**src/rtl/assert_macros.svh**
```systemverilog
// Assertion helpers used by the dmpm_back module.
// Expects clk_i and rst_ni in the scope where a macro is used.
`ifndef ASSERT_MACROS_SVH
`define ASSERT_MACROS_SVH

// same-cycle implication
`define ASSERT_IMPL(lbl, ante, cons, msg) \
  lbl: assert property (@(posedge clk_i) disable iff (!rst_ni) (ante) |-> (cons)) \
    else $error(msg);

// next-cycle implication
`define ASSERT_NEXT(lbl, ante, cons, msg) \
  lbl: assert property (@(posedge clk_i) disable iff (!rst_ni) (ante) |=> (cons)) \
    else $error(msg);

`endif

```
**src/rtl/dmpm_pkg.sv**
```systemverilog
// Types and constants of the DNA multi-pattern matcher.
// Used by every module of the block; depends on nothing.
package dmpm_pkg;

  localparam logic       FUNC_LOAD   = 1'b0;
  localparam logic       FUNC_TEXT   = 1'b1;
  localparam logic [7:0] HEADER_MARK = 8'h3E;
  localparam logic [7:0] NEWLINE     = 8'h0A;
  localparam logic [1:0] BASE_MASK   = 2'h3;

  typedef struct packed {
    logic        func;
    logic [11:0] node_index;
    logic [3:0]  edge_mask;
    logic [11:0] next_a;
    logic [11:0] next_c;
    logic [11:0] next_t;
    logic [11:0] next_g;
    logic [11:0] fail_link;
    logic        match_valid;
    logic [11:0] match_code;
    logic [7:0]  text_byte;
  } in_item_t;

  typedef struct packed {
    logic [31:0] line_number;
    logic [11:0] match_id;
  } out_item_t;

  typedef enum logic [1:0] {
    CMD_LOAD,
    CMD_LINE,
    CMD_ROOT,
    CMD_BASE
  } cmd_op_e;

  typedef struct packed {
    cmd_op_e     op;
    logic [1:0]  base;
    logic [11:0] node_index;
    logic [3:0]  edge_mask;
    logic [11:0] next_a;
    logic [11:0] next_c;
    logic [11:0] next_t;
    logic [11:0] next_g;
    logic [11:0] fail_link;
    logic        match_valid;
    logic [11:0] match_code;
  } cmd_t;

  // one automaton node as stored
  typedef struct packed {
    logic [3:0]       edge_valid;
    logic [3:0][11:0] target;
    logic [11:0]      fail;
    logic             match_valid;
    logic [11:0]      match_id;
  } node_row_t;

  typedef enum logic [1:0] {
    BK_IDLE,
    BK_WALK,
    BK_MATCH
  } back_state_e;

  function automatic logic is_base(input logic [7:0] b);
    logic [7:0] u;
    u = (b >= 8'h61 && b <= 8'h7A) ? (b - 8'h20) : b;
    return (u == 8'h41) || (u == 8'h43) || (u == 8'h47) || (u == 8'h54);
  endfunction

endpackage

```
**src/rtl/dmpm_fifo.sv**
```systemverilog
// Two-entry command queue between front and back end.
// Depends on dmpm_pkg for the command type.
module dmpm_fifo (
  input  logic           clk_i,
  input  logic           rst_ni,
  input  logic           push_i,
  input  dmpm_pkg::cmd_t cmd_i,
  output logic           full_o,
  input  logic           pop_i,
  output logic           empty_o,
  output dmpm_pkg::cmd_t cmd_o
);

  dmpm_pkg::cmd_t slot_q [2];
  logic       wp_q, rp_q;
  logic [1:0] cnt_q;

  assign full_o  = (cnt_q == 2'd2);
  assign empty_o = (cnt_q == 2'd0);
  assign cmd_o   = slot_q[rp_q];

  always_ff @(posedge clk_i) begin
    if (push_i) begin
      slot_q[wp_q] <= cmd_i;
    end
  end

  always_ff @(posedge clk_i or negedge rst_ni) begin
    if (!rst_ni) begin
      wp_q  <= 1'b0;
      rp_q  <= 1'b0;
      cnt_q <= 2'd0;
    end else begin
      if (push_i) wp_q <= ~wp_q;
      if (pop_i)  rp_q <= ~rp_q;
      cnt_q <= cnt_q + {1'b0, push_i} - {1'b0, pop_i};
    end
  end

endmodule

```
**config.mk**
```make
export PLATFORM = sky130hd
export DESIGN_NAME = dmpm_fifo
export DESIGN_NICKNAME = d
export VERILOG_FILES = /design/src/rtl/assert_macros.svh /design/src/rtl/dmpm_pkg.sv /design/src/rtl/dmpm_fifo.sv
export SDC_FILE = /design/constraint.sdc
export NUM_CORES = 1
export LEC_CHECK = 0
export CORE_MARGIN = 4
export CORE_UTILIZATION = 55
export CTS_CLUSTER_SIZE = 8
export DETAILED_ROUTE_END_ITERATION = 7
export DONT_BUFFER_PORTS = 1
export PLACE_DENSITY = 0.7
export SYNTH_ARGS = -nofsm -noshare
export SYNTH_HDL_FRONTEND = slang
export SYNTH_SLANG_ARGS = --single-unit
```
**constraint.sdc**
```tcl
create_clock -name clk_i -period 5.7 [get_ports clk_i]
set_input_delay 0.57 -clock clk_i [delete_from_list [all_inputs] [get_ports clk_i]]
set_output_delay 0.57 -clock clk_i [all_outputs]
set_load 0.02 [all_outputs]
```
After elaboration in Yosys (flattened, before gate mapping):

Memory sizes are Yosys's and may differ from the RTL's.
Cells that the tools add are included.
Widths: inputs -> output; s select.

* equal/unequal tests: 1
* reduce and logical (&&, ||, !) cells: 1
* multiplexer cells: 2
* bitwise gates (word level): 2
* add/sub/neg operators: 2

Operators with widths (count)
* $add 2x1->2: 1
* $eq 2x2->1 const B: 1
* $logic_not 2->1: 1
* $mux 1: 2
* $not 1->1: 2
* $sub 2x1->2: 1

* bits of input ports: 97
* bits in registers: 4
* output and inout port bits: 95
* memories: 1
* bits in writable memories: 186

Memory list
* slot_q: depth 2, width 93, read ports 1, clocked after Yosys merged registers in 0, write ports 1, RTL line dmpm_fifo.sv:14 `dmpm_pkg::cmd_t slot_q [2];`

Logic depth before layout (Yosys ltp):

* depth after elaboration: 2
* mapped depth: 5

Worst setup path before layout:

OpenSTA, ideal clock, no wires.

* path type: input -> register
* start: in push_i
* end: mem slot_q[0][0] in the netlist's numbering (enable)
* setup slack: 0.520 ns
* stages on the path: 1
* required time: 5.144 ns
* data arrival time: 4.623 ns
* path buffers: 0
* cell sequence: nor2b_1

* cells in the longest elaborated chain, start to end: 2

RTL lines
* start, declared: RTL line dmpm_fifo.sv:6 `input logic push_i,`
* $mux 1: RTL line dmpm_fifo.sv:23 `if (push_i) begin`
* $mux 1 (not written as such): RTL line dmpm_fifo.sv:24 `slot_q[wp_q] <= cmd_i;`
* end, declared: RTL line dmpm_fifo.sv:14

Every way passes these cells.

==> results.txt <==
* Status: complete, no violations
* Crit path setup slack, layout: 2.713 ns
* Share of layout cells above drive strength 1: 0.3807
* Avg Inst Size Synth: 22.76 um2
* Total vias in the final route: 2728
- Layout overhead on the synthesized area: 10.56%
- Yosys cell types: 13
- Via density per instance: 5.467
* Maximum clock insertion buffer count: 2
* Final Wtd Congestion: 0.7230
- For this configuration, the core starts out at a cell density of 0.5689.
- The worst setup path is of the register to output port kind.
* Share of the yosys chip area belonging to registers: 0.8217
* Post-cts sizing count: 0
- Summed over all cells, the static leakage comes to 2.514 nW.
- VDD IR max: 0.3748 mV
* Total instance count after detailed placement: 466
- Reg clk slew, reported paths: 0.06 ns
* Mapped Area: 6919 um2
- Traced cell by cell, the critical path runs through buf_4 > mux2_2.
* Startpoint of the worst setup timing path: rp_q
- Final worst path period need: 2.987 ns
- In the global route stage, overall resource usage came out at 0.1632.
* Global-route wire length before repair: 17270 um
- Initial antenna violation count: 0
- The library cell used most frequently in the layout, excluding fill and tap cells, is edfxtp_1.
* Crit path launch type: register
- Maximum fanout encountered on the critical timing path: 59
- IO Port Bufs: 0
* Sort of element at the end of the critical path: output port
- The cell sitting at the root of the clock tree is a clkbuf_16.
* Aggregate negative setup slack: 0 ns
- In this run the core area contains 40 standard-cell rows.
- Clock buffers created by TritonCTS: 17
* Number of global-route vias before repair: 3070
* Area leader, netlist: edfxtp_1
* Flop-to-flop setup slack: 3.65 ns
- Period utilization: 0.5240
* Total setup violations reported at the end of the flow: 0
- The min-delay analysis places its worst path in the category input port to register.
* Biggest cell delay along the critical path: 0.76 ns
- In the layout the commonest cells are edfxtp_1, mux2_2, clkbuf_16.
- Crit path capture: cmd_o[90]
- Measured against its own limit, the worst slew margin works out to 0.4969.
- Cell with the largest stage delay on the worst path: dfrtp_4
* Routed length per instance: 22.64 um
* Top achievable clock speed: 334.8 MHz
- Number of iterations in the first detailed-routing pass: 4
- Multi-input gate area: 1146 um2
- Pin count of the biggest net entering global routing: 60
* Register cell area after layout: 5689 um2
- The startpoint identified for the worst hold timing path is pop_i.
* Vertical extent of the die: 120.2 um
* IO Count: 192
- Yosys attributes the largest share of cell area to edfxtp_1, mux2_2, dfrtp_1.
- Final routed wirelength across all metal layers: 11300 um
- Slew @ Worst Pin: 0.7547 ns
* Drt first-iter violations: 185
- Total clock sinks: 190
- In this run the critical register-to-register path is launched from wp_q.
- Maximum Capacitance Violations: 0
* Signal arrival time at the worst endpoint: 2.42 ns
- Counting every instance in the synthesized netlist gives 304.
- The die covers 14440 um2.
- When the netlist entered floorplanning its net count stood at 403.
* Total count of hold-check failures in the final report: 0
* Filler Cell Count: 847
* Worst hold path stage count: 1
- Of the post-synthesis cell area, the dominant cell type holds 0.8072.
- STA puts the critical path data required time at 5.13 ns.
* Count of nets left with antenna violations after detail routing: 0
- Post-placement setup slack: 3.129 ns
- On the final layout, the worst hold slack is 0.2370 ns.
- Post-CTS Setup Bufs: 0
- Seq cells post-synth: 190
- The total overflow left after global routing is 0.
- TritonCTS built the clock tree.
- The endpoint identified for the worst register-to-register timing path is slot_q[1][90].
- Yosys printed 0 warnings.
- Clock Latency Late Sink: 0.41 ns
- For this run, design rule violations remaining after detail routing come to 0.
- Final Slew Violations: 0
- CTS H-Tree Depth: 4
- The core region is 12160 um2.
- The final layout contains 417 nets.
- The repair_antennas step left the layout with diodes totalling 0.
- Clk_skew: 0.005816 ns
- Count of placed standard cells in the final layout, fillers left out: 499
- Die X: 120.2 um
- Power spread over the standard cell area amounts to 543.5 nW/um2.
* Worst reg2reg path depth: 2
* Setup repair after global routing missed its margin: false
## layer usage
layer	global-route usage	part of all wire
met5	0	0
met4	0.07087	0.015
met3	0.1046	0.14
met2	0.2582	0.50
met1	0.1723	0.34
## metrics by stage
step / utilization / area [um2] / total power [mW]
after floorplan: - / 6919 / 2.984
after global placement: 0.5824 / 7083 / 3.085
after detailed placement: 0.5824 / 7083 / 3.111
after CTS: 0.6290 / 7650 / 4.215
after global routing: 0.6290 / 7650 / 4.341
final: 0.6290 / 7650 / 4.157
## timing repair
item | CTS | global route
hold buffers | 1 | 0
endpoints found under the setup margin | 0 | 0
endpoints found under the hold margin | 4 | 0
## registers in the layout, summed over array words and instances (netlist names)
register / count
slot_q: 186
cnt_q: 2
rp_q: 1
wp_q: 1
## cell type report
cell class / count / share of cell area
flip-flops and latches: 190 / 0.7437
clock inverters: 8 / 0.01243
multi-input cells: 102 / 0.1498
well taps: 168 / 0.02748
inverters: 2 / 0.0009814
repair buffers: 5 / 0.005234
clock buffers: 24 / 0.06035
## power breakdown
part           internal, mW  total (mW)  switching (mW)
combinational         0.355        1.09           0.734
sequential             1.86        1.97           0.114
clock                 0.654        1.10           0.443
## worst max-delay path: cells and delay by family, from the launching register on
family | cells | cell delay, ns
buf+inv | 1 | 0.70
flops | 1 | 0.76
mux | 1 | 0.49
## logic make-up (layout without fill, tap and decap cells)
| group | Yosys count | count (layout) | synth area share |
|---|---|---|---|
| flops | 190 | 190 | 0.8217 |
| xor+xnor | 3 | 3 | 0.005968 |
| fa+ha+maj | 2 | 2 | 0.003616 |
| buf+inv | 12 | 39 | 0.01410 |
| mux | 93 | 93 | 0.1514 |
| simple gates | 4 | 4 | 0.003255 |
## worst min-delay path by stage
stage	slack, ns	end
2_1_floorplan	0.27	cnt_q[0]
3_3_place_gp	0.27	cnt_q[0]
3_5_place_dp	0.27	cnt_q[0]
4_1_cts	0.21	rp_q
5_1_grt	0.21	rp_q
6_report	0.24	rp_q
## synth_stat cells
master and count:
xor3_1 1, edfxtp_1 186, inv_1 2, and2_1 1, buf_6 6, xor2_1 2
mux2_2 93, dfrtp_1 4, ha_1 2, nor2b_1 2, buf_2 3, buf_4 1
nor2_1 1
Note: power is estimated with default switching activity, not from simulation.
