[src/rtl/assert_macros.svh]
// Assertion helpers used by the dmpm_back module.
// Expects clk_i and rst_ni in the scope where a macro is used.
`ifndef ASSERT_MACROS_SVH
`define ASSERT_MACROS_SVH

// same-cycle implication
`define ASSERT_IMPL(lbl, ante, cons, msg) \
  lbl: assert property (@(posedge clk_i) disable iff (!rst_ni) (ante) |-> (cons)) \
    else $error(msg);

// next-cycle implication
`define ASSERT_NEXT(lbl, ante, cons, msg) \
  lbl: assert property (@(posedge clk_i) disable iff (!rst_ni) (ante) |=> (cons)) \
    else $error(msg);

`endif

[src/rtl/dmpm_pkg.sv]
// Types and constants of the DNA multi-pattern matcher.
// Used by every module of the block; depends on nothing.
package dmpm_pkg;

  localparam logic       FUNC_LOAD   = 1'b0;
  localparam logic       FUNC_TEXT   = 1'b1;
  localparam logic [7:0] HEADER_MARK = 8'h3E;
  localparam logic [7:0] NEWLINE     = 8'h0A;
  localparam logic [1:0] BASE_MASK   = 2'h3;

  typedef struct packed {
    logic        func;
    logic [11:0] node_index;
    logic [3:0]  edge_mask;
    logic [11:0] next_a;
    logic [11:0] next_c;
    logic [11:0] next_t;
    logic [11:0] next_g;
    logic [11:0] fail_link;
    logic        match_valid;
    logic [11:0] match_code;
    logic [7:0]  text_byte;
  } in_item_t;

  typedef struct packed {
    logic [31:0] line_number;
    logic [11:0] match_id;
  } out_item_t;

  typedef enum logic [1:0] {
    CMD_LOAD,
    CMD_LINE,
    CMD_ROOT,
    CMD_BASE
  } cmd_op_e;

  typedef struct packed {
    cmd_op_e     op;
    logic [1:0]  base;
    logic [11:0] node_index;
    logic [3:0]  edge_mask;
    logic [11:0] next_a;
    logic [11:0] next_c;
    logic [11:0] next_t;
    logic [11:0] next_g;
    logic [11:0] fail_link;
    logic        match_valid;
    logic [11:0] match_code;
  } cmd_t;

  // one automaton node as stored
  typedef struct packed {
    logic [3:0]       edge_valid;
    logic [3:0][11:0] target;
    logic [11:0]      fail;
    logic             match_valid;
    logic [11:0]      match_id;
  } node_row_t;

  typedef enum logic [1:0] {
    BK_IDLE,
    BK_WALK,
    BK_MATCH
  } back_state_e;

  function automatic logic is_base(input logic [7:0] b);
    logic [7:0] u;
    u = (b >= 8'h61 && b <= 8'h7A) ? (b - 8'h20) : b;
    return (u == 8'h41) || (u == 8'h43) || (u == 8'h47) || (u == 8'h54);
  endfunction

endpackage

[src/rtl/dmpm_front.sv]
// Front end: accepts input items, tracks FASTA header lines and turns
// loads, newlines, '>' and bases into commands. Depends on dmpm_pkg.
module dmpm_front #(
  parameter int NODE_COUNT = 4096
) (
  input  logic              clk_i,
  input  logic              rst_ni,
  input  logic              in_valid_i,
  output logic              in_stall_o,
  input  dmpm_pkg::in_item_t in_data_i,
  output logic              push_o,
  output dmpm_pkg::cmd_t    push_cmd_o,
  input  logic              full_i
);

  logic hdr_q, hdr_d;
  logic accept;

  assign in_stall_o = full_i;
  assign accept     = in_valid_i && !full_i;

  always_comb begin
    push_cmd_o             = '0;
    push_cmd_o.op          = dmpm_pkg::CMD_LOAD;
    push_cmd_o.base        = (in_data_i.text_byte[2:1]) & dmpm_pkg::BASE_MASK;
    push_cmd_o.node_index  = in_data_i.node_index;
    push_cmd_o.edge_mask   = in_data_i.edge_mask;
    push_cmd_o.next_a      = in_data_i.next_a;
    push_cmd_o.next_c      = in_data_i.next_c;
    push_cmd_o.next_t      = in_data_i.next_t;
    push_cmd_o.next_g      = in_data_i.next_g;
    push_cmd_o.fail_link   = in_data_i.fail_link;
    push_cmd_o.match_valid = in_data_i.match_valid;
    push_cmd_o.match_code  = in_data_i.match_code;
    push_o                 = 1'b0;
    hdr_d                  = hdr_q;
    if (accept) begin
      if (in_data_i.func == dmpm_pkg::FUNC_LOAD) begin
        // loads beyond the node store are dropped
        push_o = (32'(in_data_i.node_index) < NODE_COUNT);
      end else if (hdr_q) begin
        if (in_data_i.text_byte == dmpm_pkg::NEWLINE) begin
          push_o        = 1'b1;
          push_cmd_o.op = dmpm_pkg::CMD_LINE;
          hdr_d         = 1'b0;
        end
      end else if (in_data_i.text_byte == dmpm_pkg::HEADER_MARK) begin
        push_o        = 1'b1;
        push_cmd_o.op = dmpm_pkg::CMD_ROOT;
        hdr_d         = 1'b1;
      end else if (in_data_i.text_byte == dmpm_pkg::NEWLINE) begin
        push_o        = 1'b1;
        push_cmd_o.op = dmpm_pkg::CMD_LINE;
      end else if (dmpm_pkg::is_base(in_data_i.text_byte)) begin
        push_o        = 1'b1;
        push_cmd_o.op = dmpm_pkg::CMD_BASE;
      end
    end
  end

  always_ff @(posedge clk_i or negedge rst_ni) begin
    if (!rst_ni) begin
      hdr_q <= 1'b0;
    end else begin
      hdr_q <= hdr_d;
    end
  end

endmodule

[config.mk]
export PLATFORM = sky130hd
export DESIGN_NAME = dmpm_front
export DESIGN_NICKNAME = d
export VERILOG_FILES = /design/src/rtl/assert_macros.svh /design/src/rtl/dmpm_pkg.sv /design/src/rtl/dmpm_front.sv
export SDC_FILE = /design/constraint.sdc
export NUM_CORES = 1
export LEC_CHECK = 0
export BUFFER_PORTS_ARGS = -buffer_cell sky130_fd_sc_hd__buf_2
export CORE_AREA = 2 2 77 79
export CTS_CLUSTER_DIAMETER = 100
export DETAILED_ROUTE_END_ITERATION = 8
export DIE_AREA = 0 0 79 81
export GPL_ROUTABILITY_DRIVEN = 0
export SYNTH_ARGS = -nofsm -noshare
export SYNTH_HDL_FRONTEND = slang
export SYNTH_SLANG_ARGS = --single-unit
[constraint.sdc]
create_clock -name clk_i -period 4.73 [get_ports clk_i]
set_input_delay 0.7095 -clock clk_i [delete_from_list [all_inputs] [get_ports clk_i]]
set_output_delay 0.7095 -clock clk_i [all_outputs]
set_load 0.05 [all_outputs]
=== Word level (Yosys, flattened, before mapping) ===
Index checks and enable logic that the tools add are counted.

* Register bits: 1
* Input bits: 102
* Output and inout port bits: 95
* Word-level logic and storage cells: 35

* Add/sub/neg operators: 1
* Magnitude comparators: 2
* Equal/unequal tests: 6
* Multiplexer cells: 18
* Reductions and logical operators: 7

{| class="wikitable"
|+ Operators with widths
! cell !! number
|-
| $eq 8x7->1 const B || 4
|-
| $mux 2 || 6
|-
| $mux 1 || 11
|-
| $eq 8x4->1 const B || 1
|-
| $eq 8x6->1 const B || 1
|-
| $ge 8x7->1 const B || 1
|-
| $le 8x7->1 const B || 1
|-
| $mux 8 || 1
|-
| $sub 8x6->8 const B || 1
|-
| $logic_or 1x1->1 || 3
|-
| $logic_and 1x1->1 || 2
|-
| $reduce_and 2->1 || 1
|-
| $logic_not 1->1 || 1
|}

=== Longest topological paths before layout ===
Gate-level depths: netlist (run 1).

* Depth after elaboration: 13
* Mapped depth: 6
* Depth with buffers taken out: 6

=== Worst setup path before layout (run 1) ===
OpenSTA, ideal clock, no wires.

* Path kind: input-to-output
* Start point: input port in_data_i[0] (netlist bit)
* End point: output port push_o
* Arrival: 3096 ps
* Data required time: 4021 ps
* Setup slack: 924 ps
* Stages on the path: 4
* Buffers on the path: 0
* Path through: or3b_1 > or4_4 > or2_0 > a311oi_1

* Cells in the longest elaborated chain, start to end: 13
* Elaborated cells on any way between the ends: 21
* Those cells by class: 1 x add/sub; 2 x order compare; 6 x eq/ne; 8 x mux; 4 x reduce/logical

{| class="wikitable"
|+ RTL lines
! item !! RTL line !! text
|-
| start, declared || dmpm_front.sv:10 || <nowiki>input dmpm_pkg::in_item_t in_data_i,</nowiki>
|-
| $ge 8x7->1 / $le 8x7->1 (equally long branches) || dmpm_pkg.sv:68 || <nowiki>u = (b >= 8'h61 && b <= 8'h7A) ? (b - 8'h20) : b;</nowiki>
|-
| $logic_and 1x1->1 || dmpm_pkg.sv:68 ||
|-
| $mux 8 || dmpm_pkg.sv:68 ||
|-
| $eq 8x7->1 || dmpm_pkg.sv:69 || <nowiki>return (u == 8'h41) || (u == 8'h43) || (u == 8'h47) || (u == 8'h54);</nowiki>
|-
| $logic_or 1x1->1 (3 in a row) || dmpm_pkg.sv:69 ||
|-
| $mux 1 || dmpm_front.sv:54 || <nowiki>end else if (dmpm_pkg::is_base(in_data_i.text_byte)) begin</nowiki>
|-
| $mux 1 || dmpm_front.sv:51 || <nowiki>end else if (in_data_i.text_byte == dmpm_pkg::NEWLINE) begin</nowiki>
|-
| $mux 1 || dmpm_front.sv:47 || <nowiki>end else if (in_data_i.text_byte == dmpm_pkg::HEADER_MARK) begin</nowiki>
|-
| $mux 1 * || dmpm_front.sv:41 || <nowiki>end else if (hdr_q) begin</nowiki>
|-
| $mux 1 * || dmpm_front.sv:38 || <nowiki>if (in_data_i.func == dmpm_pkg::FUNC_LOAD) begin</nowiki>
|-
| $mux 1 * || dmpm_front.sv:37 || <nowiki>if (accept) begin</nowiki>
|-
| end, declared || dmpm_front.sv:11 || <nowiki>output logic push_o,</nowiki>
|}

Every way passes the cells marked *; elsewhere a longest branch is shown, timed or not.

=== Final worst setup path (run 1) ===
Same ends and word-level chain as after synthesis.

==> summary.json, run 1 <==
{
  "worst_setup_path": {
    "cpMostUsedCell": "sky130_fd_sc_hd__buf_2",
    "r2r_slack_ns": 3.97,
    "start_kind": "primary input",
    "critPathKind": "primary input to output pin",
    "worst-endpoint-required_ns": 4.02,
    "end_kind": "output pin",
    "crit_path_cell_trace": "buf_2 -> or3b_1 -> or4_4 -> or2_0 -> a311oi_1 -> buf_2",
    "rr_startpoint": "hdr_q",
    "cpPeakStageDelay_ns": 0.52,
    "worst_ep_arrival_time_ns": 2.55,
    "end_of_the_worst_register_to_register_path": "hdr_q",
    "maximum_fanout_along_the_worst_path": 4,
    "rr_worst_depth": 2,
    "critical_path.slowest_cell": "sky130_fd_sc_hd__or4_4"
  },
  "cells_and_area": {
    "largest_register_ffs": 1,
    "syn_to_final_growth_pct": -54.88,
    "diodes": 0,
    "top_register": "hdr_q",
    "reg.largest.list": "hdr_q (1)",
    "layout.nets": 156,
    "layout_cells_sized_above_1": 0.3725
  },
  "logic_synthesis": {
    "most_frequent_cells_after_synthesis": "sky130_fd_sc_hd__buf_4 (92), sky130_fd_sc_hd__inv_1 (3), sky130_fd_sc_hd__nand2_1 (3), sky130_fd_sc_hd__o21ai_0 (3)",
    "yosysMostFrequentCell": "sky130_fd_sc_hd__buf_4",
    "avgSynthCellArea_um2": 7.387,
    "syn_nets": 228,
    "synth_top_cell_area_share": 0.7480,
    "synth.yosys.warnings": 0,
    "post_synth_inst_count": 125,
    "synth_enable_flop_cells": 0,
    "synth.ff_latch_count": 1,
    "synth_cell_type_count": 25,
    "synth-seq-area-share": 0.02710,
    "netlist_area_um2": 923.4,
    "ys_dominant_reg_cell": "sky130_fd_sc_hd__dfrtp_1",
    "top_cells_by_area_in_the_synthesized_netlist": "sky130_fd_sc_hd__buf_4 (75%), sky130_fd_sc_hd__dfrtp_1 (2.7%), sky130_fd_sc_hd__o21ai_0 (1.6%), sky130_fd_sc_hd__nor3b_1 (1.6%), sky130_fd_sc_hd__ha_1 (1.4%)",
    "synth_top_area_cell": "sky130_fd_sc_hd__buf_4",
    "synth-async-reset-ratio": 1.000
  },
  "clock_network": {
    "cts.reportedPaths.clkPinSlew_ns": 0,
    "postCtsSetupBuffers": 0,
    "cts_resized": 0,
    "cts_hold_buffers": 0,
    "worstSkewPairLatency_ns": 0
  },
  "placement": {
    "detailed_place_hpwl_mm": 1.466,
    "placement.io_buffers": 18
  },
  "detailed_routing": {
    "vias": 413,
    "tritonroute_pass_1_iters": 3,
    "final_antenna_net_count": 0,
    "vias_per_cell": 3.278,
    "route.detailed.drc": 0,
    "detail_route.wl_per_cell_um": 13.53,
    "wirelength_mm": 1.705,
    "drt-initial-drc-count": 9
  },
  "sta": {
    "slew_violations": 0,
    "timing_hold_violations_final": 0,
    "final.setup_skew_ns": 0,
    "worst_hold_slack_ns": 0.4853,
    "final_min_period_over_clock_period": 0.6888,
    "worst-slew-pin-transition_ns": 0.2510,
    "max_slew_margin": 0.8309,
    "finalCriticalPeriod_ns": 3.258,
    "setup_viol_count_final": 0,
    "finalSetupTns_ns": 0,
    "grt_setup_unrepaired": "false",
    "clock.fmax_mhz": 306.9
  },
  "die": {
    "core_area_um2": 5675,
    "ioPinCount": 197,
    "initial_core_util": 0.1627,
    "die_w_um": 79,
    "design.die.area_um2": 6399,
    "rows": 28,
    "floorplan.die.height_um": 81
  },
  "power_and_ir_drop": {
    "vdd.ir_drop.worst_uv": 13.66,
    "power.leakage_nw": 0.1523,
    "pwr_density_cell_nw_per_um2": 77.55,
    "post-layout-total-power_mw": 0.03231
  },
  "grt": {
    "grt_max_degree": 6,
    "first_global_vias": 471,
    "grt.overflow.total": 0,
    "grtUsageTotal": 0.04806,
    "initial_antenna_violation_count": 0,
    "grt_pass1_wl_mm": 2.394
  },
  "run": {
    "maxcap_viol_count": 0
  },
  "status": {
    "outcome": "finished clean"
  },
  "min_path": {
    "timing.hold.worst.class": "primary input to async pin"
  }
}
==> area by class of cell <==
| type | instances | area [um^2] |
|---|---|---|
| multi-input cells | 29 | 196.4 |
| well taps | 75 | 93.84 |
| flip-flops and latches | 1 | 25.02 |
| repair buffers | 18 | 90.09 |
| inverters | 3 | 11.26 |
| fillers | 679 | 5259 |
==> per-stage QoR <==
step                      cell area, um^2  std cells  worst slack [ns]  utilization
after global routing                416.7        126             1.359      0.07341
final                               416.7        126             1.472      0.07341
after floorplan                     923.4        125            0.9243            -
after global placement              416.7        126             1.490      0.07341
after detailed placement            416.7        126             1.452      0.07341
after CTS                           416.7        126             1.449      0.07341
==> power by group <==
part           total [mW]  switching, mW  internal (mW)
sequential        0.00874      0.0000134        0.00872
combinational      0.0236         0.0148        0.00874
clock                   0              0              0
==> worst max-delay path by stage <==
stage,cells past startpoint,endpoint,from,slack (ns)
after CTS,6,push_o,in_data_i[0],1.45
after global routing,6,push_o,in_data_i[0],1.36
final,6,push_o,in_data_i[0],1.47
after global placement,6,push_o,in_data_i[0],1.49
after floorplan,4,push_o,in_data_i[0],0.92
after detailed placement,6,push_o,in_data_i[0],1.45
==> worst max-delay path, delay by kind of cell <==
kind / cells / cell delay, ns
and+or+nand+nor: 3 / 1.15
buffers and inverters: 2 / 0.41
AOI/OAI and AO/OA: 1 / 0.26
==> layout by cell type, fill, tap and decap left out, drive strengths merged, types with 2 or more instances in the layout <==
master	synthesis	routed
buf	92	18
inv	3	3
o21ai	3	3
nand2	3	3
nand2b	2	2
nor4	2	2
nor3b	2	2
==> per-layer routing <==
layer | vias to the layer above | global-route usage | wire length [um] | part of all wire
li1 | 160 | - | - | -
met2 | 52 | 0.07627 | 741 | 0.43
met3 | 44 | 0.02000 | 304 | 0.18
met4 | 0 | 0.09138 | 291 | 0.17
met1 | 157 | 0.02988 | 367 | 0.22
met5 | - | 0 | 0 | 0
==> cell families after synthesis <==
logic type      synth area share
compound gates           0.04742
simple gates              0.1518
buf+inv                   0.7602
fa+ha+maj                0.01355
flops                    0.02710
Power figures use the tool's default switching activity.
==> run 2, diff against run 1 <==
--- a/config.mk
+++ b/config.mk
@@ -6,10 +6,10 @@
 export NUM_CORES = 1
 export LEC_CHECK = 0
 export BUFFER_PORTS_ARGS = -buffer_cell sky130_fd_sc_hd__buf_2
-export CORE_AREA = 2 2 77 79
+export CORE_AREA = 2 2 76 78
 export CTS_CLUSTER_DIAMETER = 100
 export DETAILED_ROUTE_END_ITERATION = 8
-export DIE_AREA = 0 0 79 81
+export DIE_AREA = 0 0 78 80
 export GPL_ROUTABILITY_DRIVEN = 0
 export SYNTH_ARGS = -nofsm -noshare
 export SYNTH_HDL_FRONTEND = slang
==> constraint.sdc (replaced) <==
create_clock -name clk_i -period 2.9 [get_ports clk_i]
set_input_delay 0.435 -clock clk_i [delete_from_list [all_inputs] [get_ports clk_i]]
set_output_delay 0.435 -clock clk_i [all_outputs]
set_load 0.05 [all_outputs]
==> summary.json, run 2 (same netlist as run 1, synthesis figures left out) <==
{
  "cells_and_area": {
    "stdcell_area": {"value": 424.2, "unit": "um^2", "change": "+1.8%"},
    "largest_register_ffs": {"value": 1, "change": "unchanged"},
    "layout.nets": {"value": 156, "change": "unchanged"},
    "num-fill-cells": {"value": 651, "change": "-4.1%"},
    "top_register": "hdr_q",
    "syn_to_final_growth_pct": -54.07,
    "most_frequent_standard_cell_in_the_layout_excluding_fill_and_tap_cells": "sky130_fd_sc_hd__buf_2",
    "reg.largest.list": "hdr_q (1)",
    "layout_cells_sized_above_1": {"value": 0.4118, "change": "+0.03922"},
    "diodes": {"value": 0, "change": "unchanged"},
    "layout_common_cells": "sky130_fd_sc_hd__buf_2 (18), sky130_fd_sc_hd__inv_1 (3), sky130_fd_sc_hd__o21ai_0 (3), sky130_fd_sc_hd__nand2_1 (3)"
  },
  "die": {
    "initial_core_util": {"value": 0.1708, "change": "+0.008135"},
    "ioPinCount": {"value": 197, "change": "unchanged"},
    "design.die.area": {"value": 6240, "unit": "um^2", "change": "-2.5%"},
    "die_w": {"value": 78, "unit": "um", "change": "-1.3%"},
    "floorplan.die.height": {"value": 80, "unit": "um", "change": "-1.2%"},
    "rows": {"value": 27, "change": "-3.6%"},
    "core_area": {"value": 5405, "unit": "um^2", "change": "-4.8%"}
  },
  "power_and_ir_drop": {
    "pwr_density_cell": {"value": 126.7, "unit": "nW/um^2", "change": "+63%"},
    "vdd.ir_drop.worst": {"value": 28.61, "unit": "uV", "change": "+110%"},
    "power.leakage": {"value": 0.1534, "unit": "nW", "change": "+0.67%"}
  },
  "worst_setup_path": {
    "critical_path.slowest_cell": "sky130_fd_sc_hd__or4_4",
    "worst_ep_arrival_time": {"value": 2.31, "unit": "ns", "change": "-0.24 ns"},
    "maximum_fanout_along_the_worst_path": {"value": 4, "change": "unchanged"},
    "end_of_the_worst_register_to_register_path": "hdr_q",
    "r2r_slack": {"value": 2.14, "unit": "ns", "change": "-1.83 ns"},
    "cpMostUsedCell": "sky130_fd_sc_hd__buf_2",
    "worst-endpoint-required": {"value": 2.47, "unit": "ns", "change": "-1.55 ns"},
    "critPathKind": "primary input to output pin",
    "end_kind": "output pin",
    "cpPeakStageDelay": {"value": 0.53, "unit": "ns", "change": "about the same"},
    "crit_path_cell_trace": "buf_2 -> or3b_1 -> or4_4 -> or2_0 -> a311oi_2 -> buf_2",
    "launching_element_of_the_worst_setup_path": "in_data_i[0]",
    "start_kind": "primary input",
    "rr_startpoint": "hdr_q",
    "rr_worst_depth": {"value": 2, "change": "unchanged"}
  },
  "detailed_routing": {
    "vias_per_cell": {"value": 3.366, "change": "+2.7%"},
    "route.detailed.drc": {"value": 0, "change": "unchanged"},
    "drt-initial-drc-count": {"value": 5, "change": "-4"},
    "tritonroute_pass_1_iters": {"value": 4, "change": "+1"},
    "vias": {"value": 414, "change": "+0.24%"},
    "wirelength": {"value": 1.534, "unit": "mm", "change": "-10%"},
    "final_antenna_net_count": {"value": 0, "change": "unchanged"},
    "detail_route.wl_per_cell": {"value": 12.47, "unit": "um", "change": "-7.8%"}
  },
  "sta": {
    "final.setup_skew": {"value": 0, "unit": "ns", "change": "unchanged"},
    "slew_violations": {"value": 0, "change": "unchanged"},
    "finalCriticalPeriod_ns": 2.743,
    "grt_setup_unrepaired": "false",
    "final_min_period_over_clock_period": 0.9458,
    "finalSetupTns": {"value": 0, "unit": "ns", "change": "unchanged"},
    "worst-slew-pin-transition": {"value": 0.3118, "unit": "ns", "change": "+0.06079 ns"},
    "setup_viol_count_final": {"value": 0, "change": "unchanged"},
    "max_slew_margin": {"value": 0.7917, "change": "-0.03921"},
    "timing_hold_violations_final": {"value": 0, "change": "unchanged"},
    "clock.fmax_mhz": 364.6
  },
  "grt": {
    "grtUsageTotal": {"value": 0.04107, "change": "-0.006990"},
    "first_global_vias": {"value": 419, "change": "-11%"},
    "initial_antenna_violation_count": {"value": 0, "change": "unchanged"},
    "grt.overflow.total": {"value": 0, "change": "unchanged"},
    "grt_pass1_wl": {"value": 2.021, "unit": "mm", "change": "-16%"},
    "grt_max_degree": {"value": 6, "change": "unchanged"}
  },
  "clock_network": {
    "cts_hold_buffers": {"value": 0, "change": "unchanged"},
    "cts_resized": {"value": 0, "change": "unchanged"},
    "cts.reportedPaths.clkPinSlew": {"value": 0, "unit": "ns", "change": "unchanged"},
    "worstSkewPairLatency": {"value": 0, "unit": "ns", "change": "unchanged"},
    "postCtsSetupBuffers": {"value": 0, "change": "unchanged"}
  },
  "placement": {
    "placement.io_buffers": {"value": 18, "change": "unchanged"},
    "detailed_place.area": {"value": 424.2, "unit": "um^2", "change": "+1.8%"},
    "detailed_place_hpwl": {"value": 1.320, "unit": "mm", "change": "-9.9%"}
  },
  "min_path": {
    "timing.hold.worst.class": "primary input to async pin"
  },
  "run": {
    "maxcap_viol_count": {"value": 0, "change": "unchanged"}
  },
  "status": {
    "outcome": "finished clean"
  }
}
==> run 2: cell types whose count changed in the layout (fill, tap and decap cells not counted) <==
cell,previous run,this run
sky130_fd_sc_hd__a211oi_1,1,0
sky130_fd_sc_hd__a211oi_2,0,1
sky130_fd_sc_hd__a311oi_1,1,0
sky130_fd_sc_hd__a311oi_2,0,1
==> run 2: how the worst max path moves through the flow <==
| stage | cells past startpoint | to |
|---|---|---|
| 2_1_floorplan | 6 | push_cmd_o[91] |
| 3_3_place_gp | 6 | push_o |
| 3_5_place_dp | 6 | push_o |
| 4_1_cts | 6 | push_o |
| 5_1_grt | 6 | push_o |
| 6_report | 6 | push_o |
==> run 2: report_power, final <==
group | internal (mW) | switching [mW]
sequential | 0.0142 | 0.0000244
combinational | 0.0146 | 0.0249
clock | 0 | 0
==> run 2: per-layer routing <==
| metal | vias to the layer above | part of all wire | GRT usage |
|---|---|---|---|
| met5 | - | 0 | 0 |
| met4 | 0 | 0.14 | 0.06140 |
| met3 | 40 | 0.16 | 0.01471 |
| met2 | 34 | 0.45 | 0.07241 |
| met1 | 180 | 0.26 | 0.02755 |
| li1 | 160 | - | - |
==> run 2: worst max-delay path: cells and delay by family <==
kind / cells / cell delay (ns)
compound gates: 1 / 0.27
simple gates: 3 / 1.19
buf+inv: 2 / 0.41
==> run 2: cell type report <==
cell class	instances	area (um^2)	share of cell area
multi-input cells	29	207.7	0.4897
repair buffers	18	90.09	0.2124
well taps	72	90.09	0.2124
flip-flops and latches	1	25.02	0.05900
inverters	3	11.26	0.02655
==> run 2: through the flow <==
stage               power [mW]  hold slack (ns)     util  cells  setup slack (ns)
floorplan               0.3703           0.1394        -    125          0.008177
global placement       0.05330           0.2103  0.07847    123            0.1564
detailed placement     0.05422           0.2102  0.07847    123            0.1436
CTS                    0.05433           0.2102  0.07847    123            0.1435
global route           0.05745           0.2116  0.07847    123           0.06463
finish                 0.05373           0.2095  0.07847    123            0.1572
==> run 3, diff against run 2 <==
--- a/config.mk
+++ b/config.mk
@@ -5,12 +5,14 @@
 export SDC_FILE = /design/constraint.sdc
 export NUM_CORES = 1
 export LEC_CHECK = 0
+export ABC_AREA = 1
 export BUFFER_PORTS_ARGS = -buffer_cell sky130_fd_sc_hd__buf_2
 export CORE_AREA = 2 2 76 78
 export CTS_CLUSTER_DIAMETER = 100
 export DETAILED_ROUTE_END_ITERATION = 8
 export DIE_AREA = 0 0 78 80
 export GPL_ROUTABILITY_DRIVEN = 0
+export MAX_ROUTING_LAYER = met4
 export SYNTH_ARGS = -nofsm -noshare
 export SYNTH_HDL_FRONTEND = slang
 export SYNTH_SLANG_ARGS = --single-unit
==> summary.json, run 3 <==
{
  "detailed_routing": {
    "final_antenna_net_count": {"value": 0, "change": "unchanged"},
    "route.detailed.drc": {"value": 0, "change": "unchanged"},
    "drt-initial-drc-count": {"value": 1, "change": "-4"},
    "vias_per_cell": {"value": 3.052, "change": "-9.3%"},
    "vias": {"value": 412, "change": "-0.48%"},
    "wirelength": {"value": 1.346, "unit": "mm", "change": "-12%"},
    "tritonroute_pass_1_iters": {"value": 4, "change": "unchanged"},
    "detail_route.wl_per_cell": {"value": 9.970, "unit": "um", "change": "-20%"}
  },
  "cells_and_area": {
    "diodes": {"value": 0, "change": "unchanged"},
    "layout.cells.non_filler": {"value": 135, "change": "+9.8%"},
    "reg.largest.list": "hdr_q (1)",
    "largest_register_ffs": {"value": 1, "change": "unchanged"},
    "layout_cells_sized_above_1": {"value": 0.3651, "change": "-0.04669"},
    "layout.nets": {"value": 168, "change": "+7.7%"},
    "top_register": "hdr_q",
    "num-fill-cells": {"value": 653, "change": "+0.31%"},
    "syn_to_final_growth_pct": -55.51,
    "most_frequent_standard_cell_in_the_layout_excluding_fill_and_tap_cells": "sky130_fd_sc_hd__buf_2",
    "layout_common_cells": "sky130_fd_sc_hd__buf_2 (18), sky130_fd_sc_hd__nand2_1 (14), sky130_fd_sc_hd__nor2_1 (9)",
    "stdcell_area": {"value": 409.1, "unit": "um^2", "change": "-3.5%"}
  },
  "worst_setup_path": {
    "worst-endpoint-required": {"value": 2.47, "unit": "ns", "change": "about the same"},
    "critPathKind": "primary input to output pin",
    "maximum_fanout_along_the_worst_path": {"value": 4, "change": "unchanged"},
    "worst_ep_arrival_time": {"value": 1.75, "unit": "ns", "change": "-0.56 ns"},
    "start_kind": "primary input",
    "r2r_slack": {"value": 2.04, "unit": "ns", "change": "-0.10 ns"},
    "end_kind": "output pin"
  },
  "sta": {
    "setup_viol_count_final": {"value": 0, "change": "unchanged"},
    "worst_hold_slack": {"value": 0.2137, "unit": "ns", "change": "+0.004275 ns"},
    "final_min_period_over_clock_period": {"value": 0.7518, "change": "-0.1940"},
    "final.setup_skew": {"value": 0, "unit": "ns", "change": "unchanged"},
    "worst-slew-pin-transition": {"value": 0.2559, "unit": "ns", "change": "-0.05595 ns"},
    "finalSetupTns": {"value": 0, "unit": "ns", "change": "unchanged"},
    "post-route-worst-setup-slack": {"value": 0.7199, "unit": "ns", "change": "+0.5627 ns"},
    "grt_setup_unrepaired": "false",
    "timing_hold_violations_final": {"value": 0, "change": "unchanged"},
    "clock.fmax": {"value": 458.7, "unit": "MHz", "change": "+26%"},
    "finalCriticalPeriod": {"value": 2.180, "unit": "ns", "change": "-0.5627 ns"},
    "max_slew_margin": {"value": 0.8306, "change": "+0.03892"},
    "slew_violations": {"value": 0, "change": "unchanged"}
  },
  "logic_synthesis": {
    "synth_top_cell_area_share": {"value": 0.7510, "change": "+0.003053"},
    "most_frequent_cells_after_synthesis": "sky130_fd_sc_hd__buf_4 (92), sky130_fd_sc_hd__nand2_1 (14), sky130_fd_sc_hd__nor2_1 (9), sky130_fd_sc_hd__inv_1 (5), sky130_fd_sc_hd__nand3_1 (3)",
    "synth.ff_latch_count": {"value": 1, "change": "unchanged"},
    "syn_nets": {"value": 240, "change": "+5.3%"},
    "yosysMostFrequentCell": "sky130_fd_sc_hd__buf_4",
    "synth_top_area_cell": "sky130_fd_sc_hd__buf_4",
    "synth_cell_type_count": {"value": 17, "change": "-32%"},
    "post_synth_inst_count": {"value": 137, "change": "+9.6%"},
    "top_cells_by_area_in_the_synthesized_netlist": "sky130_fd_sc_hd__buf_4 (75%), sky130_fd_sc_hd__nand2_1 (5.7%), sky130_fd_sc_hd__nor2_1 (3.7%), sky130_fd_sc_hd__dfrtp_1 (2.7%), sky130_fd_sc_hd__inv_1 (2.0%)",
    "ys_dominant_reg_cell": "sky130_fd_sc_hd__dfrtp_1",
    "synth-seq-area-share": {"value": 0.02721, "change": "+0.0001106"},
    "netlist_area": {"value": 919.6, "unit": "um^2", "change": "-0.41%"},
    "synth.yosys.warnings": {"value": 0, "change": "unchanged"},
    "synth-async-reset-ratio": {"value": 1.000, "change": "unchanged"},
    "avgSynthCellArea": {"value": 6.713, "unit": "um^2", "change": "-9.1%"},
    "synth_enable_flop_cells": {"value": 0, "change": "unchanged"}
  },
  "clock_network": {
    "cts_resized": {"value": 0, "change": "unchanged"},
    "cts.reportedPaths.clkPinSlew": {"value": 0, "unit": "ns", "change": "unchanged"},
    "postCtsSetupBuffers": {"value": 0, "change": "unchanged"},
    "cts_hold_buffers": {"value": 0, "change": "unchanged"},
    "worstSkewPairLatency": {"value": 0, "unit": "ns", "change": "unchanged"}
  },
  "die": {
    "floorplan.die.height": {"value": 80, "unit": "um", "change": "unchanged"},
    "ioPinCount": {"value": 197, "change": "unchanged"},
    "die_w": {"value": 78, "unit": "um", "change": "unchanged"},
    "rows": {"value": 27, "change": "unchanged"},
    "core_area": {"value": 5405, "unit": "um^2", "change": "unchanged"},
    "initial_core_util": {"value": 0.1701, "change": "-0.0006945"},
    "design.die.area": {"value": 6240, "unit": "um^2", "change": "unchanged"}
  },
  "power_and_ir_drop": {
    "pwr_density_cell": {"value": 143.8, "unit": "nW/um^2", "change": "+14%"},
    "power.leakage": {"value": 0.1916, "unit": "nW", "change": "+25%"},
    "vdd.ir_drop.worst": {"value": 46.49, "unit": "uV", "change": "+62%"}
  },
  "grt": {
    "initial_antenna_violation_count": {"value": 0, "change": "unchanged"},
    "grt_pass1_wl": {"value": 1.890, "unit": "mm", "change": "-6.5%"},
    "grt_max_degree": {"value": 6, "change": "unchanged"},
    "grt.overflow.total": {"value": 0, "change": "unchanged"},
    "first_global_vias": {"value": 400, "change": "-4.5%"},
    "grtUsageTotal": {"value": 0.03827, "change": "-0.002799"}
  },
  "placement": {
    "placement.io_buffers": {"value": 18, "change": "unchanged"},
    "detailed_place_hpwl": {"value": 1.161, "unit": "mm", "change": "-12%"},
    "place_worst_setup_slack": {"value": 0.7018, "unit": "ns", "change": "+0.5583 ns"},
    "post-place-cells": {"value": 135, "change": "+9.8%"},
    "detailed_place.area": {"value": 409.1, "unit": "um^2", "change": "-3.5%"}
  },
  "status": {
    "outcome": "finished clean"
  },
  "min_path": {
    "timing.hold.worst.class": "primary input to async pin"
  },
  "run": {
    "maxcap_viol_count": {"value": 0, "change": "unchanged"}
  }
}
## run 3: cell count changes in the layout (fill, tap and decap cells not counted), moves of 2 or more
cell	change
sky130_fd_sc_hd__nand2_1	+11
sky130_fd_sc_hd__nor2_1	+8
sky130_fd_sc_hd__inv_1	+2
sky130_fd_sc_hd__inv_2	+2
sky130_fd_sc_hd__nand2b_1	-2
sky130_fd_sc_hd__nand3_1	+2
sky130_fd_sc_hd__nor3b_1	-2
sky130_fd_sc_hd__nor4_1	-2
sky130_fd_sc_hd__o21ai_0	-2
## run 3: critical path, stage by stage
cell and delay, ns:
sky130_fd_sc_hd__buf_2 0.11, sky130_fd_sc_hd__inv_1 0.04, sky130_fd_sc_hd__ha_1 0.28, sky130_fd_sc_hd__nor2_1 0.11
sky130_fd_sc_hd__nand2_1 0.06, sky130_fd_sc_hd__nand2_1 0.06, sky130_fd_sc_hd__nand3_2 0.12, sky130_fd_sc_hd__nand3_1 0.09
sky130_fd_sc_hd__nand2_1 0.06, sky130_fd_sc_hd__a21oi_1 0.11, sky130_fd_sc_hd__buf_2 0.27
## run 3: final timing paths
check                                   from  endpoint  depth (start not counted)
min in group clk_i                     hdr_q     hdr_q                          2
max in group asynchronous             rst_ni     hdr_q                          1
worst min-delay path                  rst_ni     hdr_q                          1
worst max-delay path            in_data_i[5]    push_o                         11
worst min register to register         hdr_q     hdr_q                          2
worst max register to register         hdr_q     hdr_q                          3
## run 3: cell type report
class	count	area (um^2)	area share
inverter	7	26.28	0.06422
tap	72	90.09	0.2202
sequential	1	25.02	0.06116
multi-input combinational	37	177.7	0.4343
timing repair buffer	18	90.09	0.2202
## run 3: cells by family (layout without fill, tap and decap cells)
kind of cell,after synthesis,count (layout),synth area share
buf+inv,99,25,0.7796
simple gates,31,31,0.1456
flops,1,1,0.02721
fa+ha+maj,1,1,0.01360
compound gates,5,5,0.03400
## run 3: metrics by stage
stage,power (mW),util
floorplan,0.3757,-
global placement,0.05897,0.07569
detailed placement,0.05944,0.07569
CTS,0.05962,0.07569
global route,0.06463,0.07569
finish,0.05882,0.07569
## run 3: metal layers
metal | global-route usage | share of wire | wire length [um]
met1 | 0.02352 | 0.25 | 342
met2 | 0.06207 | 0.45 | 611
met3 | 0.02602 | 0.19 | 256
met4 | 0.04737 | 0.10 | 136
met5 | - | 0 | 0
## run 3: report_power, final
part | switching [mW] | total, mW | internal, mW
clock | 0 | 0 | 0
sequential | 0.00127 | 0.0164 | 0.0151
combinational | 0.0278 | 0.0424 | 0.0146
